[config.mk]
export PLATFORM = sky130hd
export DESIGN_NAME = array_mode_finder
export DESIGN_NICKNAME = d
export VERILOG_FILES = /design/src/hdl/amf_pkg.sv /design/src/hdl/amf_ram.sv /design/src/hdl/array_mode_finder.sv
export SDC_FILE = /design/constraint.sdc
export NUM_CORES = 2
export LEC_CHECK = 0
export BUFFER_PORTS_ARGS = -buffer_cell sky130_fd_sc_hd__clkbuf_2
export CORE_ASPECT_RATIO = 1.4
export CORE_MARGIN = 1
export CORE_UTILIZATION = 68
export CTS_BUF_LIST = sky130_fd_sc_hd__clkbuf_16
export DETAILED_ROUTE_END_ITERATION = 8
export PLACE_DENSITY = 0.85
export SETUP_SLACK_MARGIN = 0.2
export SLEW_MARGIN = 20
export SYNTH_ARGS = -nofsm -noshare
export SYNTH_HDL_FRONTEND = slang
export SYNTH_SLANG_ARGS = --single-unit
[constraint.sdc]
create_clock -name clk -period 20.8 [get_ports clk]
set_input_delay 2.08 -clock clk [delete_from_list [all_inputs] [get_ports clk]]
set_output_delay 2.08 -clock clk [all_outputs]
set_load 0.005 [all_outputs]
[src/hdl/amf_pkg.sv]
// ============================================================================
// amf_pkg: shared types for the array mode finder
// Item structs for the element input channel and the mode result channel.
// ============================================================================
`default_nettype none

package amf_pkg;

    localparam int unsigned DATA_W  = 32;
    localparam int unsigned COUNT_W = 7;

    // One element of the data set
    typedef struct packed {
        logic [DATA_W-1:0] value;
        logic              last;
    } elem_item_t;

    // One modal value of the set
    typedef struct packed {
        logic [DATA_W-1:0]  mode_value;
        logic [COUNT_W-1:0] max_count;
        logic               overflow;
        logic               final_res;
    } mode_item_t;

endpackage : amf_pkg

`default_nettype wire

[src/hdl/amf_ram.sv]
// ============================================================================
// amf_ram: generic single-port-write, single-port-read RAM
// One write and one registered read per cycle. No reset on the contents.
// ============================================================================
`default_nettype none

module amf_ram #(
    parameter int unsigned WIDTH = 32,
    parameter int unsigned DEPTH = 64
) (
    input  wire logic                     clk,
    input  wire logic                     we,
    input  wire logic [$clog2(DEPTH)-1:0] waddr,
    input  wire logic [WIDTH-1:0]         wdata,
    input  wire logic [$clog2(DEPTH)-1:0] raddr,
    output logic      [WIDTH-1:0]         rdata
);

    logic [WIDTH-1:0] mem [DEPTH];

    // write port
    always_ff @(posedge clk)
    begin
        if (we)
        begin
            mem[waddr] <= wdata;
        end
    end

    // registered read port
    always_ff @(posedge clk)
    begin
        rdata <= mem[raddr];
    end

endmodule : amf_ram

`default_nettype wire

[src/hdl/array_mode_finder.sv]
// ============================================================================
// array_mode_finder: statistical mode of a set of signed integers
// Elements load at one item per cycle while the block is in its load state.
// After the last element, n stored elements are bubble sorted through one
// comparator and the element RAM port; two run-length scans follow. Results
// leave from an output register, and the scan pauses while that register is
// stalled.
// Reset (async, active low) empties the set and clears the overflow flag.
// ============================================================================
`default_nettype none

module array_mode_finder #(
    parameter int unsigned MAX_ITEMS = 64
) (
    input  wire logic                clk,
    input  wire logic                rst_n,
    // element channel
    input  wire logic                elem_valid,
    output logic                     elem_stall,
    input  wire amf_pkg::elem_item_t elem,
    // mode result channel
    output logic                     mode_valid,
    input  wire logic                mode_stall,
    output amf_pkg::mode_item_t      mode
);

    import amf_pkg::*;

    localparam int unsigned AW = $clog2(MAX_ITEMS);
    localparam int unsigned CW = $clog2(MAX_ITEMS + 1);
    localparam logic [CW-1:0] MAX_CNT = CW'(MAX_ITEMS);

    typedef enum logic [2:0] {
        S_LOAD,
        S_SORT_RD0,
        S_SORT_LD,
        S_SORT_STEP,
        S_SORT_END,
        S_CNT_RD0,
        S_CNT_FIRST,
        S_CNT_SCAN
    } state_t;

    state_t            state_reg;
    logic [CW-1:0]     count_reg;
    logic              dropped_reg;
    logic [CW-1:0]     n_reg;
    logic [AW-1:0]     hi_reg;
    logic [AW-1:0]     j_reg;
    logic [CW-1:0]     k_reg;
    logic [DATA_W-1:0] carry_reg;
    logic [DATA_W-1:0] prev_reg;
    logic [CW-1:0]     run_reg;
    logic [CW-1:0]     best_reg;
    logic [CW-1:0]     ties_reg;
    logic [CW-1:0]     emitted_reg;
    logic              pass2_reg;
    logic              out_valid_reg;
    mode_item_t        out_reg;

    logic              ram_we;
    logic [AW-1:0]     ram_waddr;
    logic [DATA_W-1:0] ram_wdata;
    logic [AW-1:0]     ram_raddr;
    logic [DATA_W-1:0] ram_rdata;

    logic              has_room;
    logic [CW-1:0]     n_close;
    logic              lt;
    logic [CW-1:0]     k_inc;
    logic [CW-1:0]     emitted_inc;
    logic              at_end;
    logic              run_close;
    logic              qualifies;
    logic              out_free;
    logic              go;

    amf_ram #(
        .WIDTH (DATA_W),
        .DEPTH (MAX_ITEMS)
    ) u_store (
        .clk   (clk),
        .we    (ram_we),
        .waddr (ram_waddr),
        .wdata (ram_wdata),
        .raddr (ram_raddr),
        .rdata (ram_rdata)
    );

    // shared compare and scan control
    assign has_room    = (count_reg < MAX_CNT);
    assign n_close     = has_room ? count_reg + 1'b1 : count_reg;
    assign lt          = ($signed(ram_rdata) < $signed(carry_reg));
    assign k_inc       = k_reg + 1'b1;
    assign emitted_inc = emitted_reg + 1'b1;
    assign at_end      = (k_reg == n_reg);
    assign run_close   = at_end || (ram_rdata != prev_reg);
    assign qualifies   = pass2_reg && run_close && (run_reg == best_reg);
    assign out_free    = !out_valid_reg || !mode_stall;
    assign go          = !qualifies || out_free;

    assign elem_stall  = (state_reg != S_LOAD);
    assign mode_valid  = out_valid_reg;
    assign mode        = out_reg;

    // RAM port steering
    always_comb
    begin
        ram_we    = 1'b0;
        ram_waddr = '0;
        ram_wdata = elem.value;
        ram_raddr = '0;
        case (state_reg)
            S_LOAD:
            begin
                ram_we    = elem_valid && has_room;
                ram_waddr = count_reg[AW-1:0];
            end
            S_SORT_RD0:
            begin
                ram_raddr = '0;
            end
            S_SORT_LD:
            begin
                ram_raddr = AW'(1);
            end
            S_SORT_STEP:
            begin
                // smaller value settles one slot down, larger rides on
                ram_we    = 1'b1;
                ram_waddr = j_reg - 1'b1;
                ram_wdata = lt ? ram_rdata : carry_reg;
                ram_raddr = j_reg + 1'b1;
            end
            S_SORT_END:
            begin
                ram_we    = 1'b1;
                ram_waddr = hi_reg;
                ram_wdata = carry_reg;
            end
            S_CNT_RD0:
            begin
                ram_raddr = '0;
            end
            S_CNT_FIRST:
            begin
                ram_raddr = AW'(1);
            end
            S_CNT_SCAN:
            begin
                // hold the address while waiting on the output register
                ram_raddr = go ? k_inc[AW-1:0] : k_reg[AW-1:0];
            end
            default:
            begin
                ram_raddr = '0;
            end
        endcase
    end

    // sequencer, counters and output register
    always_ff @(posedge clk or negedge rst_n)
    begin
        if (!rst_n)
        begin
            state_reg     <= S_LOAD;
            count_reg     <= '0;
            dropped_reg   <= 1'b0;
            pass2_reg     <= 1'b0;
            out_valid_reg <= 1'b0;
        end
        else
        begin
            if (out_valid_reg && !mode_stall)
            begin
                out_valid_reg <= 1'b0;
            end

            case (state_reg)
                S_LOAD:
                begin
                    if (elem_valid)
                    begin
                        if (has_room)
                        begin
                            count_reg <= count_reg + 1'b1;
                        end
                        else
                        begin
                            dropped_reg <= 1'b1;
                        end
                        if (elem.last)
                        begin
                            n_reg       <= n_close;
                            hi_reg      <= AW'(n_close - 1'b1);
                            pass2_reg   <= 1'b0;
                            best_reg    <= '0;
                            ties_reg    <= '0;
                            emitted_reg <= '0;
                            state_reg   <= (n_close > CW'(1)) ? S_SORT_RD0 : S_CNT_RD0;
                        end
                    end
                end
                S_SORT_RD0:
                begin
                    state_reg <= S_SORT_LD;
                end
                S_SORT_LD:
                begin
                    carry_reg <= ram_rdata;
                    j_reg     <= AW'(1);
                    state_reg <= S_SORT_STEP;
                end
                S_SORT_STEP:
                begin
                    carry_reg <= lt ? carry_reg : ram_rdata;
                    if (j_reg == hi_reg)
                    begin
                        state_reg <= S_SORT_END;
                    end
                    else
                    begin
                        j_reg <= j_reg + 1'b1;
                    end
                end
                S_SORT_END:
                begin
                    // largest of this pass is now in place
                    hi_reg    <= hi_reg - 1'b1;
                    state_reg <= (hi_reg == AW'(1)) ? S_CNT_RD0 : S_SORT_RD0;
                end
                S_CNT_RD0:
                begin
                    state_reg <= S_CNT_FIRST;
                end
                S_CNT_FIRST:
                begin
                    prev_reg  <= ram_rdata;
                    run_reg   <= CW'(1);
                    k_reg     <= CW'(1);
                    state_reg <= S_CNT_SCAN;
                end
                S_CNT_SCAN:
                begin
                    if (go)
                    begin
                        // a run ends: first scan finds the max, second emits
                        if (run_close)
                        begin
                            if (!pass2_reg)
                            begin
                                if (run_reg > best_reg)
                                begin
                                    best_reg <= run_reg;
                                    ties_reg <= CW'(1);
                                end
                                else if (run_reg == best_reg)
                                begin
                                    ties_reg <= ties_reg + 1'b1;
                                end
                            end
                            else if (qualifies)
                            begin
                                out_valid_reg      <= 1'b1;
                                out_reg.mode_value <= prev_reg;
                                out_reg.max_count  <= COUNT_W'(best_reg);
                                out_reg.overflow   <= dropped_reg;
                                out_reg.final_res  <= (emitted_inc == ties_reg);
                                emitted_reg        <= emitted_inc;
                            end
                        end

                        if (at_end)
                        begin
                            if (!pass2_reg)
                            begin
                                pass2_reg <= 1'b1;
                                state_reg <= S_CNT_RD0;
                            end
                            else
                            begin
                                count_reg   <= '0;
                                dropped_reg <= 1'b0;
                                state_reg   <= S_LOAD;
                            end
                        end
                        else
                        begin
                            if (run_close)
                            begin
                                prev_reg <= ram_rdata;
                                run_reg  <= CW'(1);
                            end
                            else
                            begin
                                run_reg <= run_reg + 1'b1;
                            end
                            k_reg <= k_inc;
                        end
                    end
                end
                default:
                begin
                    state_reg <= S_LOAD;
                end
            endcase
        end
    end

endmodule : array_mode_finder

`default_nettype wire
After elaboration in Yosys (flattened, before gate mapping). Memory sizes are Yosys's and may differ from the RTL's. A register that Yosys moved wholly into a read port is not among the register bits. Index checks and enable logic that the tools add are counted.

Input port bits: 37. RAM bits: 2048. Memories: 1. Flip-flop bits (word level): 172.

Memory list: u_store.mem (depth 64, width 32, rd ports 1, clocked after Yosys merged registers in 1, wr ports 1, RTL line amf_ram.sv:19) `logic [WIDTH-1:0] mem [DEPTH];`.

Order comparisons: 4. Multiplexer cells: 76. Add/subtract/negate cells: 9. Eq/ne operators: 28. Reduce and logical (&&, ||, !) cells: 32.

Operators with widths (count): case mux 32 bit (2 select lines) (3); two-way mux 7 bit (25); two-way mux 32 bit (5); case mux 7 bit (2 select lines) (6); case mux 6 bit (3 select lines) (2); adder 7 x 1 -> 7 bit (second input constant) (5); less-than comparator 32 bit (1); inequality test 32 bit (1); inequality test 2 bit (second input constant) (14); two-way mux 3 bit (8); two-way mux 6 bit (4); case mux 3 bit (8 select lines) (1); case mux 6 bit (2 select lines) (2); AND reduction 8 bit (3); == test 7 bit (3); AND reduction 5 bit (4); subtractor 6 x 1 -> 6 bit (second input constant) (3); two-way mux 1 bit (17); == test 3 bit (second input constant) (4); AND reduction 4 bit (3); AND reduction 6 bit (2); nonzero test 2 bit (4); greater-than comparator 7 x 1 -> 1 bit (second input constant) (1); greater-than comparator 7 bit (1); 15 further kinds (27).

Longest topological paths before layout.
Depth in word-level cells: 9. Gate-level depth with buffers: 18.

Modules after synthesis. A second synthesis with hierarchy kept.

Cell total of the unflattened synthesis: 4460. Area total of the unflattened synthesis: 89154.3 sq um.

Modules (own cells, without submodules): amf_ram (area an instance 78948.2 sq um, sequential area each 62139.6 sq um, times used 1, cells each 3504); array_mode_finder (area an instance 10206.0 sq um, sequential area each 5099.9 sq um, times used 1, cells each 956).

Worst setup path before layout. OpenSTA, ideal clock, no wires.

Path type: input to register. From: input port mode_stall. To: register prev_reg[0], enable pin. Setup slack: 12621 ps. Path buffers: 0. Arrival: 7584 ps. Required time: 20205 ps. Stages on the path: 4. Path through: nand3_1 or3_1 o31ai_1 a2111oi_0.

Cells in the longest elaborated chain, start to end: 5.

Ends and longest elaborated chain: from (decl) (RTL line array_mode_finder.sv:23) `input wire logic mode_stall,`; zero test 1 bit (RTL line array_mode_finder.sv:99) `assign out_free = !out_valid_reg || !mode_stall;`; logical OR 1 bit (RTL line array_mode_finder.sv:99); logical OR 1 bit (RTL line array_mode_finder.sv:100) `assign go = !qualifies || out_free;`; inequality test 2 bit (no line); AND reduction 5 bit (no line); to (signal assigned) (RTL line array_mode_finder.sv:238) `prev_reg <= ram_rdata;`; to (signal assigned) (RTL line array_mode_finder.sv:291) `prev_reg <= ram_rdata;`; to (decl) (RTL line array_mode_finder.sv:52) `logic [DATA_W-1:0] prev_reg;`.

No other way between the ends. A chain may end at the register's enable or synchronous reset.

Worst setup path in the final report.
From: input port mode_stall. To: register u_store.rdata[0], read port of u_store.mem.

Cells in the longest elaborated chain, start to end: 5.

Ends and longest elaborated chain: zero test 1 bit (RTL line array_mode_finder.sv:99); logical OR 1 bit (RTL line array_mode_finder.sv:99); logical OR 1 bit (RTL line array_mode_finder.sv:100); two-way mux 6 bit (RTL line array_mode_finder.sv:152) `ram_raddr = go ? k_inc[AW-1:0] : k_reg[AW-1:0];`; case mux 6 bit (3 select lines) (RTL line array_mode_finder.sv:113) `case (state_reg)`; to (decl) (RTL line amf_ram.sv:16) `output logic [WIDTH-1:0] rdata`.

No other way between the ends.

==> results_dict.tcl <==
set metrics [dict create \
    status "finished clean" \
    synthCells 6043 \
    cp_top_family "buffers and inverters" \
    power_density_mw_per_mm2 156.6 \
    p_leak_nw 33.21 \
    finalMaxSlewViolations 0 \
    finClkSkew_ps 29.80 \
    cts_root_buf "clkbuf_16" \
    post_cts_buffers 0 \
    sw_frac_of_total 0.3866 \
    num-fill-cells 6580 \
    crit_path_max_incr_delay_ps 810 \
    synthFlopType "edfxtp_1" \
    die_h_um 431.3 \
    top_register "u_store.mem" \
    largest_register_ffs 2048 \
    seqPwrFrac 0.416 \
    io_pins 80 \
    regArea_mm2 0.06724 \
    num_rows 157 \
    r2r_cells 15 \
    whs_ps 448.6 \
    cts-resized-gates 0 \
    yosys_register_bits 2252 \
    start_util 0.6852 \
    synth-warning-count 0 \
    total_power_mw 15.36 \
    worstSetupPathType "primary input to flop" \
    top_usage_layer "met2" \
    relSlewSlack 0.1682 \
    cp_cell_sequence "clkbuf_2 -> nand3_1 -> nor3_2 -> o221ai_1 -> o2bb2ai_1 -> a211oi_4 -> buf_4 -> buf_12 -> buf_4 -> buf_4 -> buf_4 -> mux4_2 -> a22oi_1 -> nand2_1 -> o2bb2ai_1 -> a41oi_1" \
    drive_gt1_frac 0.1197 \
    numCtsBuffers 182 \
    cts.sinks 2252 \
    rsz0062_at_grt "no" \
    fp.coreArea_mm2 0.1306 \
    holdCritStartpoint "best_reg[3]$_SDFFCE_PN0P_" \
    power_frac_comb 0.365 \
    power.net_switching_mw 5.938 \
    tritoncts "done" \
    antenna_found_initial 8 \
    rr_startpoint "u_store.rdata[13]$_DFF_P_" \
    period_needed_ps 8794 \
    timing.setup.tns_ps 0 \
    hold_buffers 0 \
    cpMostUsedCell "buf_4" \
    drt_iter0_markers 11552 \
    worst_r2r_endpoint "u_store.rdata[0]$_DFF_P_" \
    pwr-share-clk 0.220 \
    antenna_left 0 \
    vias 58338 \
    critPathMaxFanout 135 \
    worst_slew_pin_slew_ps 1245 \
    met2_usage 0.5947 \
    whs_endpoint "mode[5]$_DFFE_PP_" \
    crit_slowest_cell "buf_4" \
    maxCapViolations 0 \
    required_ps 21450 \
    ys_types 82 \
    worst_setup_path_end_kind "flop" \
    fin_crit_sh 0.4228 \
    area_growth_pct 9.620 \
    die_x_um 308.6 \
    setup_violations 0 \
    timing.fmax_mhz 113.7 \
    multi_input_area_mm2 0.02114 \
    via_per_inst 7.292 \
    clock_latency_ps 830 \
    cts_buffer_depth 3 \
    drcViolationCount 0 \
    hpwl_mm 137.1 \
    crit_path_start_kind "primary input" \
    use_met3 0.1063 \
    holdPathStages 0 \
    grt_first_pass_wirelength_mm 363.9 \
    max-vdd-ir-drop_v 0.0001425 \
    internal_power_mw 9.424 \
    synth.cell_area_mm2 0.08951 \
    nets 6187 \
    finalWeightedCongestion 0.8931 \
    wire_per_inst_um 32.06 \
    die_area_mm2 0.1331 \
    grt_max_degree 155 \
    syn_avg_cell_area_um2 14.81 \
    grt_pass1_vias 56664 \
    rrSetupSlack_ps 12320 \
    grt_util_all_layers 0.3827 \
    hold_path_class "flop to flop" \
    synth_edf_count 2207 \
    hold_viol 0 \
    io_buffers 79 \
    critPathArrivalTime_ps 9450 \
    use_met1 0.4586 \
    synth_seq_area_share 0.7512 \
    crit_buf_inv 6 \
    firstDrtPassIters 9 \
    wirelength_mm 256.4 \
    cts.clk_slew.worst_paths_ps 60 \
    grt-ovfl-total 0 \
    ys_async_sr_fraction 0.005773 \
    htreeDepth 4 \
    syn-num-nets 6129 \
]
==> logic make-up (layout without fill, tap and decap cells) <==
family          count (synthesis)  in the layout  synth area share
compound gates                691            691           0.05360
xor+xnor                       90             90          0.008807
fa+ha+maj                      49             49          0.006850
buf+inv                       404            610           0.02160
flops                        2252           2252            0.7512
mux                           202            202           0.04205
other cells                     0              2                 0
simple gates                 2355           2355            0.1159
==> synth_stat cells, types with 26 or more instances <==
cell / n / area [µm²]
and3_1: 172 / 1076
nor2_1: 145 / 544.3
ha_1: 49 / 613.1
xor2_1: 46 / 402.9
mux4_2: 139 / 3131
a221o_1: 32 / 320.3
nand3_1: 447 / 2237
o21ai_0: 38 / 190.2
inv_1: 54 / 202.7
buf_4: 27 / 202.7
xnor2_1: 44 / 385.4
a32oi_1: 28 / 245.2
buf_1: 26 / 97.59
a21oi_1: 176 / 880.8
clkbuf_1: 125 / 469.2
nand2_1: 1421 / 5334
dfxtp_1: 32 / 640.6
nand3b_1: 27 / 202.7
a31oi_1: 132 / 825.8
a22oi_1: 59 / 442.9
buf_2: 156 / 780.8
mux2i_1: 61 / 610.6
edfxtp_1: 2207 / 66270
==> final cells by class <==
cell class | count | area share
Inverter | 54 | 0.002066
Multi-Input combinational cell | 3387 | 0.2155
Timing Repair Buffer | 224 | 0.01637
Sequential cell | 2252 | 0.6853
Clock buffer | 187 | 0.04769
Antenna cell | 2 | 0.00005101
Tap cell | 1749 | 0.02230
Clock inverter | 145 | 0.01075
==> worst max-delay path by stage <==
stage                from                       end  slack [ps]  depth (start not counted)
2_1_floorplan  mode_stall     prev_reg[0]$_DFFE_PP_       12620                          4
3_3_place_gp   mode_stall  u_store.rdata[0]$_DFF_P_       11790                         16
3_5_place_dp   mode_stall  u_store.rdata[0]$_DFF_P_       11710                         16
4_1_cts        mode_stall  u_store.rdata[0]$_DFF_P_       12420                         16
5_1_grt        mode_stall  u_store.rdata[0]$_DFF_P_       11800                         16
6_report       mode_stall  u_store.rdata[0]$_DFF_P_       12010                         16
==> power groups by stage <==
stage	Clock (mW)	Sequential [mW]	Combinational, mW
after floorplan	0	6.39	3.29
after global placement	0	6.45	5.02
after detailed placement	0	6.47	5.21
after CTS	3.35	6.38	5.33
after global routing	3.52	6.39	5.74
final	3.37	6.39	5.60
==> metal layers <==
metal,routed length (µm),up-vias
li1,-,22954
met1,75600,27784
met2,118600,6106
met3,39160,1484
met4,23050,10
met5,57,-
==> metrics by stage <==
step	area, µm²	utilization	setup WS [ps]	instances
global placement	92160	0.7055	11790	7663
CTS	97960	0.7499	12420	7997
detailed placement	92220	0.7060	11710	7665
finish	98120	0.7511	12010	8000
floorplan	89510	-	12620	6043
global route	98110	0.7511	11800	7998
==> placed cells by master, fill, tap and decap left out, types with 13 or more instances in the layout <==
master / n
edfxtp_1: 2207
nand2_1: 1421
nand3_1: 447
clkbuf_16: 187
a21oi_1: 176
and3_1: 172
mux4_2: 139
buf_4: 137
a31oi_1: 132
inv_1: 102
clkbuf_2: 79
nor2_1: 76
nor2_4: 69
mux2i_1: 61
a22oi_1: 59
ha_1: 49
xor2_1: 46
xnor2_1: 44
o21ai_0: 38
clkinv_1: 37
clkinv_2: 32
dfxtp_1: 32
a32oi_1: 28
nand3b_1: 27
nor4_1: 25
o22ai_1: 25
nand4_1: 21
or4_1: 21
a21o_1: 19
a221o_2: 19
a211oi_1: 18
a32o_1: 18
a31o_1: 17
o221ai_1: 16
bufinv_16: 16
nor3_1: 15
o2111ai_1: 15
a221o_4: 13
dfrtp_1: 13
==> worst reg2reg max path, stage by stage, from the launching register on <==
cell and delay (ps):
dfxtp_1 730, xnor2_1 280, nand4_1 120, nor2_1 650, a31oi_1 340, a211oi_4 230, buf_4 750, buf_12 760
buf_4 1060, buf_4 850, buf_4 820, mux4_2 610, a22oi_1 220, nand2_1 110, o2bb2ai_1 660, a41oi_1 120
Note: power is estimated with default switching activity, not from simulation.
